### config.mk
export PLATFORM = sky130hd
export DESIGN_NAME = key_set_table_unit
export DESIGN_NICKNAME = d
export VERILOG_FILES = /design/src/rtl/kst_pkg.sv /design/src/rtl/kst_key_ram.sv /design/src/rtl/key_set_table_unit.sv
export SDC_FILE = /design/constraint.sdc
export NUM_CORES = 1
export LEC_CHECK = 0
export BUFFER_PORTS_ARGS = -buffer_cell sky130_fd_sc_hd__buf_2
export CAP_MARGIN = 20
export CORE_MARGIN = 1
export CORE_UTILIZATION = 35
export DETAILED_ROUTE_END_ITERATION = 8
export HOLD_SLACK_MARGIN = 0.08
export SYNTH_ARGS = -nofsm -noshare
export SYNTH_HDL_FRONTEND = slang
export SYNTH_SLANG_ARGS = --single-unit
### constraint.sdc
create_clock -name clk_i -period 5.3 [get_ports clk_i]
set_clock_uncertainty 0.1 [all_clocks]
set_input_delay 0.795 -clock clk_i [delete_from_list [all_inputs] [get_ports clk_i]]
set_output_delay 0.795 -clock clk_i [all_outputs]
set_load 0.05 [all_outputs]
### src/rtl/kst_pkg.sv
package kst_pkg;

  typedef enum logic [1:0] {
    OP_SEARCH = 2'd0,
    OP_INSERT = 2'd1,
    OP_DELETE = 2'd2,
    OP_CLEAR  = 2'd3
  } kst_op_e;

  typedef enum logic [1:0] {
    STAT_DONE    = 2'd0,
    STAT_PRESENT = 2'd1,
    STAT_ABSENT  = 2'd2,
    STAT_FULL    = 2'd3
  } kst_status_e;

  typedef enum logic [1:0] {
    S_IDLE,
    S_SCAN,
    S_FINISH
  } kst_state_e;

  localparam int unsigned KeyW   = 32;
  localparam int unsigned CountW = 5;

endpackage

### src/rtl/kst_key_ram.sv
module kst_key_ram #(
  parameter int unsigned Depth = 16,
  parameter int unsigned AddrW = 4,
  parameter int unsigned DataW = 32
) (
  input  logic             clk_i,
  input  logic             wr_en_i,
  input  logic [AddrW-1:0] wr_addr_i,
  input  logic [DataW-1:0] wr_data_i,
  input  logic [AddrW-1:0] rd_addr_i,
  output logic [DataW-1:0] rd_data_o
);

  logic [DataW-1:0] mem_q [Depth];
  logic [DataW-1:0] rd_data_q;

  always_ff @(posedge clk_i) begin
    if (wr_en_i) begin
      mem_q[wr_addr_i] <= wr_data_i;
    end
  end

  always_ff @(posedge clk_i) begin
    rd_data_q <= mem_q[rd_addr_i];
  end

  assign rd_data_o = rd_data_q;

endmodule

### src/rtl/key_set_table_unit.sv
// Set of unique signed 32-bit keys held in CAPACITY slots.
// Requests: raise start with req_type_i and key_i; the beat is taken on a
// clock edge where start is high and busy is low. req_type_i selects search,
// insert, delete or clear.
// Every request gives one result beat: done_o is high for exactly one cycle
// with found_o (key held before the request, low for a clear), status_o and entry_count_o
// (keys held afterwards). The receiver cannot stall; the result is simply
// presented for that one cycle.
// Timing: search, insert and delete read the key memory one slot a cycle
// through its single registered read port, stopping at the first matching
// slot or after the last slot, and then update the table in S_FINISH. A
// clear goes to S_FINISH without a scan. busy stays high until the table
// has been updated, and the next request may be accepted in the cycle
// done_o is shown.
// Reset: all slots are marked empty and the count is zero at once; the key
// memory itself is not cleared and only slots marked valid are compared.
module key_set_table_unit
  import kst_pkg::*;
#(
  parameter int unsigned CAPACITY = 16
) (
  input  logic              clk_i,
  input  logic              rst_ni,
  input  logic              start,
  output logic              busy,
  input  logic [1:0]        req_type_i,
  input  logic signed [31:0] key_i,
  output logic              done_o,
  output logic              found_o,
  output logic [1:0]        status_o,
  output logic [4:0]        entry_count_o
);

  localparam int unsigned IdxW = (CAPACITY > 1) ? $clog2(CAPACITY) : 1;
  localparam int unsigned CntW = $clog2(CAPACITY + 1);
  localparam logic [IdxW-1:0] LastIdx = IdxW'(CAPACITY - 1);

  kst_state_e state_q, state_d;
  kst_op_e    op_q;
  logic [KeyW-1:0] key_q;

  logic [IdxW-1:0] scan_idx_q, scan_idx_d;
  logic            issue_done_q, issue_done_d;
  logic            cmp_en_q, cmp_en_d;
  logic [IdxW-1:0] cmp_idx_q;
  logic            hit_q, hit_d;
  logic [IdxW-1:0] hit_idx_q, hit_idx_d;
  logic            free_q, free_d;
  logic [IdxW-1:0] free_idx_q, free_idx_d;

  logic [CAPACITY-1:0] valid_q, valid_d;
  logic [CntW-1:0]     count_q, count_d;

  logic            done_q;
  logic            found_q, found_d;
  kst_status_e     status_q, status_d;
  logic [CountW-1:0] entry_q, entry_d;
  logic [CntW+CountW-1:0] count_ext;

  logic            accept;
  logic [KeyW-1:0] rd_data;
  logic            wr_en;
  logic            cmp_hit, cmp_free, cmp_last, scan_end;

  assign accept = start && !busy;
  assign busy   = (state_q != S_IDLE);

  kst_key_ram #(
    .Depth (CAPACITY),
    .AddrW (IdxW),
    .DataW (KeyW)
  ) u_key_ram (
    .clk_i     (clk_i),
    .wr_en_i   (wr_en),
    .wr_addr_i (free_idx_q),
    .wr_data_i (key_q),
    .rd_addr_i (scan_idx_q),
    .rd_data_o (rd_data)
  );

  // compare stage, on the slot addressed in the previous cycle
  assign cmp_hit  = cmp_en_q && valid_q[cmp_idx_q] && (rd_data == key_q);
  assign cmp_free = cmp_en_q && !valid_q[cmp_idx_q];
  assign cmp_last = cmp_en_q && (cmp_idx_q == LastIdx);
  assign scan_end = cmp_hit || cmp_last;

  // next state
  always_comb begin
    state_d = state_q;
    unique case (state_q)
      S_IDLE: begin
        if (accept) begin
          state_d = (kst_op_e'(req_type_i) == OP_CLEAR) ? S_FINISH : S_SCAN;
        end
      end
      S_SCAN: begin
        if (scan_end) begin
          state_d = S_FINISH;
        end
      end
      S_FINISH: begin
        state_d = S_IDLE;
      end
      default: begin
        state_d = S_IDLE;
      end
    endcase
  end

  // scan control
  always_comb begin
    scan_idx_d   = scan_idx_q;
    issue_done_d = issue_done_q;
    cmp_en_d     = 1'b0;
    hit_d        = hit_q;
    hit_idx_d    = hit_idx_q;
    free_d       = free_q;
    free_idx_d   = free_idx_q;
    if (accept) begin
      scan_idx_d   = '0;
      issue_done_d = 1'b0;
      hit_d        = 1'b0;
      free_d       = 1'b0;
    end else if (state_q == S_SCAN) begin
      cmp_en_d = !issue_done_q && !scan_end;
      if (!issue_done_q) begin
        if (scan_idx_q == LastIdx) begin
          issue_done_d = 1'b1;
        end else begin
          scan_idx_d = scan_idx_q + IdxW'(1);
        end
      end
      if (cmp_hit) begin
        hit_d     = 1'b1;
        hit_idx_d = cmp_idx_q;
      end
      if (cmp_free && !free_q) begin
        free_d     = 1'b1;
        free_idx_d = cmp_idx_q;
      end
    end
  end

  // table update and result
  always_comb begin
    valid_d  = valid_q;
    count_d  = count_q;
    wr_en    = 1'b0;
    found_d  = 1'b0;
    status_d = STAT_DONE;
    if (state_q == S_FINISH) begin
      found_d = hit_q && (op_q != OP_CLEAR);
      case (op_q)
        OP_SEARCH: begin
          status_d = STAT_DONE;
        end
        OP_INSERT: begin
          if (hit_q) begin
            status_d = STAT_PRESENT;
          end else if (free_q) begin
            wr_en               = 1'b1;
            valid_d[free_idx_q] = 1'b1;
            count_d             = count_q + CntW'(1);
          end else begin
            status_d = STAT_FULL;
          end
        end
        OP_DELETE: begin
          if (hit_q) begin
            valid_d[hit_idx_q] = 1'b0;
            if (count_q != '0) begin
              count_d = count_q - CntW'(1);
            end
          end else begin
            status_d = STAT_ABSENT;
          end
        end
        default: begin
          valid_d = '0;
          count_d = '0;
        end
      endcase
    end
  end

  assign count_ext = (CntW + CountW)'(count_d);
  assign entry_d   = count_ext[CountW-1:0];

  always_ff @(posedge clk_i or negedge rst_ni) begin
    if (!rst_ni) begin
      state_q      <= S_IDLE;
      issue_done_q <= 1'b0;
      cmp_en_q     <= 1'b0;
      hit_q        <= 1'b0;
      free_q       <= 1'b0;
      valid_q      <= '0;
      count_q      <= '0;
      done_q       <= 1'b0;
    end else begin
      state_q      <= state_d;
      issue_done_q <= issue_done_d;
      cmp_en_q     <= cmp_en_d;
      hit_q        <= hit_d;
      free_q       <= free_d;
      valid_q      <= valid_d;
      count_q      <= count_d;
      done_q       <= (state_q == S_FINISH);
    end
  end

  always_ff @(posedge clk_i) begin
    if (accept) begin
      op_q  <= kst_op_e'(req_type_i);
      key_q <= key_i;
    end
    scan_idx_q <= scan_idx_d;
    cmp_idx_q  <= scan_idx_q;
    hit_idx_q  <= hit_idx_d;
    free_idx_q <= free_idx_d;
    if (state_q == S_FINISH) begin
      found_q  <= found_d;
      status_q <= status_d;
      entry_q  <= entry_d;
    end
  end

  assign done_o        = done_q;
  assign found_o       = found_q;
  assign status_o      = status_q;
  assign entry_count_o = entry_q;

`ifndef SYNTHESIS
  a_count_matches_valid: assert property (@(posedge clk_i) disable iff (!rst_ni)
    count_q == CntW'($countones(valid_q)))
    else $error("held count differs from number of valid slots");

  a_count_bounded: assert property (@(posedge clk_i) disable iff (!rst_ni)
    count_q <= CntW'(CAPACITY))
    else $error("held count above capacity");

  a_done_after_finish: assert property (@(posedge clk_i) disable iff (!rst_ni)
    (state_q == S_FINISH) |=> done_q && (state_q == S_IDLE))
    else $error("result beat missing after table update");

  a_no_compare_when_idle: assert property (@(posedge clk_i) disable iff (!rst_ni)
    (state_q != S_SCAN) |-> !cmp_en_q)
    else $error("compare stage active outside a scan");

  a_write_only_absent: assert property (@(posedge clk_i) disable iff (!rst_ni)
    wr_en |-> !hit_q && free_q && !valid_q[free_idx_q])
    else $error("key written over an occupied slot");
`endif

endmodule

==> metrics.md <==
| Metric | Value |
|---|---|
| Initial antenna violation count | `0` |
| Clk_lat worst skew | `0.62 ns` |
| Die width | `roughly 260 um` |
| Initial core utilization | `35.5%` |
| Comb pwr share | `roughly 15%` |
| Vias in the first global route | `between 10000 and 15000` |
| H-tree levels | `3` |
| Rows | `between 90 and 100` |
| Chip Height | `~260 um` |
| Area Growth Syn to Fin | `15.6%` |
| Endpoints failing hold | `0` |
| Syn_area_per_cell | `21.9 um^2` |
| Net count after synthesis | `roughly 1100` |
| Share of the synthesized area in the top cell type | `between 70% and 80%` |
| Total grt overflow | `0` |
| Status | `complete, no violations` |
| Yosys cell types | `47` |
| Clock share of power | `35.8%` |
| Flop pwr share | `roughly half` |
| DRT Pass-1 Iters | `5` |
| Total I/O pin count | `47` |
| Vias per Instance | `around 5.2` |
| Synth Register Bits | `630` |
| Post-CTS Hold Buffers | `0` |
| Reg2reg path depth | `7` |
| Max Fclk | `242 MHz` |
| RSZ-0062 raised after global routing | `false` |
| Fraction of layout cells with a size suffix above 1 | `approximately 30%` |
| DR WL/cell | `about 24 um` |
| FF-to-FF End | `u_key_ram.mem_q[15][15]$_DFFE_PP_` |
| Postcts setup bufs | `0` |
| Most frequent cells in the layout | `562 x edfxtp_1, 164 x mux4_2, 70 x clkbuf_16` |
| Placed cell areas | `0.0254 mm^2` |
| Pleak | `between 8 and 9 nW` |
| All-Layer GR Usage | `between 10% and 20%` |
| Startpoint types | `flip-flop` |
| Post-route DRC | `0` |
| Worst VDD drop | `~0.00024 V` |
| Total CTS buffers | `68` |
| Worst Setup End Kind | `flip-flop` |
| Resized Gates After CTS | `0` |
| Slew at the pin closest to its max-slew limit | `roughly 0.99 ns` |
| Post-route minimum period | `slightly above 4 ns` |
| Top post-synthesis cells by area | `edfxtp_1 71%, mux4_2 15%, dfxtp_1 3.3%` |
| Crit Path Category | `reg2reg` |
| Power density cells | `approximately 470 mW/mm^2` |
| Area leader, netlist | `edfxtp_1` |
| Pin count of the biggest net entering global routing | `between 80 and 90` |
| CP Data Arrival Time | `around 4.3 ns` |
| Commonest non-fill, non-tap cell in the layout | `edfxtp_1` |
| IO buf count | `46` |
| Worst hold path type | `in2async` |
| Reg-to-reg setup timing slack | `1.17 ns` |
| Critical Path End | `u_key_ram.mem_q[15][15]$_DFFE_PP_` |
| Clock sinks | `630` |
| Simple-gate portion of the synthesized area | `roughly 2.1%` |
| 1st-iter DRT viols | `~1100` |
| Area share of xor/xnor cells in the synthesized design | `under 10%` |
| Post-synth design cell area | `between 0.02 and 0.025 mm^2` |
| Worst Setup SP | `op_q[1]$_DFFE_PP_` |
| Setup violators final | `0` |
| Main synth FF type | `edfxtp_1` |
| Max Root-Sink Buffers | `3` |
| P_sw | `3.41 mW` |
| Total power | `13.0 mW` |
| Worst hold margin | `~0.12 ns` |
| Nets | `roughly 1200` |
| Post-synth ARST share | `approximately 4.4%` |
| CP Max Fanout | `23` |
| Max-slew violations | `0` |
| Routed Antenna Nets | `0` |
| Clock transition at the registers of the reported paths | `approximately 0.070 ns` |
| First-pass GRT wire length | `between 70 and 80 mm` |
| Vias after detailed routing | `between 10000 and 15000` |
| Relative slew slack | `33.5%` |
| Sequential fraction of the synthesis area | `76.9%` |
| Synth Area in Compound Gates | `2.41%` |
| Setup TNS | `0 ns` |
| Final HPWL DP | `approximately 30 mm` |
| Post-Synthesis Cells | `1091` |
| Adder-cell share of the synthesized area | `less than 1%` |
| Number of synthesized flops with an enable pin | `~560` |
| Ant. Diodes | `0` |
| Largest family of logic cells by synthesized area | `multiplexers` |
| Core area | `roughly 0.067 mm^2` |
| Period utilization | `between 70% and 80%` |
| Root Driver | `clkbuf_16` |
| CTS tree | `built` |
| Critical R2R Launch | `op_q[1]$_DFFE_PP_` |
| Switching share of power | `26.2%` |
| Mux share of post-synthesis cell area | `between 10% and 20%` |
| Worst EP required | `around 5.5 ns` |
| Final wirelength | `a little over 50 mm` |
| Fill cells | `5803` |
| Maxcap violations | `0` |
| Yosys warns | `0` |
| Die area | `0.0694 mm^2` |
| Cell-internal power | `roughly 9.6 mW` |
| RD Place Congestion | `0.830` |
| Fin area | `0.0276 mm^2` |
## Yosys cell counts, types with 2 or more instances
| cell | instances |
|---|---|
| nor3_2 | 3 |
| and3_1 | 4 |
| nor3_1 | 8 |
| a21oi_1 | 41 |
| nand2b_1 | 7 |
| nand2_1 | 15 |
| dfrtp_1 | 28 |
| nor4_1 | 3 |
| nand3_1 | 3 |
| a2111o_1 | 2 |
| mux2i_1 | 4 |
| xnor2_1 | 27 |
| a22o_1 | 3 |
| o21ai_1 | 2 |
| nor2_1 | 27 |
| dfxtp_1 | 40 |
| a21o_1 | 2 |
| a22oi_1 | 2 |
| o22ai_1 | 2 |
| nand4_1 | 10 |
| buf_1 | 11 |
| buf_6 | 11 |
| mux4_2 | 164 |
| ha_1 | 7 |
| buf_2 | 6 |
| nor2b_1 | 9 |
| inv_1 | 10 |
| edfxtp_1 | 562 |
| a31oi_1 | 12 |
| o21ai_0 | 23 |
| xor2_1 | 8 |
| clkbuf_1 | 19 |
| o311ai_0 | 2 |
## worst min path at each step
stage,end,cells after the start,startpoint,slack (ns)
6_report,done_o$_DFF_PN0_,1,rst_ni,0.12
3_3_place_gp,state_q[1]$_DFFE_PN0P_,1,state_q[1]$_DFFE_PN0P_,0.37
4_1_cts,done_o$_DFF_PN0_,1,rst_ni,0.12
5_1_grt,done_o$_DFF_PN0_,1,rst_ni,0.14
3_5_place_dp,state_q[1]$_DFFE_PN0P_,1,state_q[1]$_DFFE_PN0P_,0.39
2_1_floorplan,cmp_idx_q[2]$_DFF_P_,0,scan_idx_q[2]$_SDFFE_PP0P_,0.23
## logic make-up (layout without fill, tap and decap cells)
family,Yosys count,in the layout
simple gates,94,94
buf+inv,59,214
mux,169,169
fa+ha+maj,7,7
flops,630,630
compound gates,97,97
xor+xnor,35,35
## routing by layer
layer / GRT usage, % / up-vias / part of all wire, %
met5: 0 / - / 0
met3: 2.86 / 80 / 4.7
met2: 24.6 / 319 / 50
li1: - / 4747 / -
met1: 20.1 / 5871 / 43
met4: 4.06 / 0 / 2.0
## worst max-delay path: stages, from the launching register on
cell,delay (ns)
edfxtp_1,0.41
inv_1,0.10
ha_1,0.62
inv_2,0.24
nor3_1,0.68
nand3_1,0.45
nor2_4,0.90
buf_4,0.35
## layout make-up
type / instances / area [um^2] / share of cell area (%)
Sequential cell: 630 / 18400 / 66.5
Timing Repair Buffer: 76 / 553 / 2.00
Clock inverter: 29 / 297 / 1.07
Multi-Input combinational cell: 402 / 5340 / 19.3
Inverter: 12 / 45.0 / 0.163
Clock buffer: 97 / 1920 / 6.96
Tap cell: 873 / 1090 / 3.95
## stage by stage
| step | setup slack (ns) | cells | util, % |
|---|---|---|---|
| finish | 1.17 | 2119 | 41.0 |
| global route | 0.834 | 2119 | 41.0 |
| CTS | 1.17 | 2119 | 41.0 |
| detailed placement | 1.15 | 1993 | 37.7 |
| global placement | 1.29 | 1990 | 37.6 |
| floorplan | 1.12 | 1091 | - |
## state kept, by name, indices dropped and copies added (netlist names)
signal	count
op_q	2
done_o	1
found_o	1
u_key_ram.rd_data_o	32
hit_idx_q	4
status_o	2
state_q	2
entry_count_o	5
count_q	5
cmp_en_q	1
cmp_idx_q	4
issue_done_q	1
key_q	32
hit_q	1
u_key_ram.mem_q	512
free_q	1
valid_q	16
free_idx_q	4
scan_idx_q	4
## power by group through the flow
stage               clock (mW)  sequential (mW)  combinational (mW)
detailed placement           0             6.48                2.05
floorplan                    0             6.24                1.60
finish                    4.66             6.36                1.99
CTS                       4.76             6.38                2.05
global route              4.96             6.42                2.15
global placement             0             6.46                2.04
(Power assumes the default switching activity.)
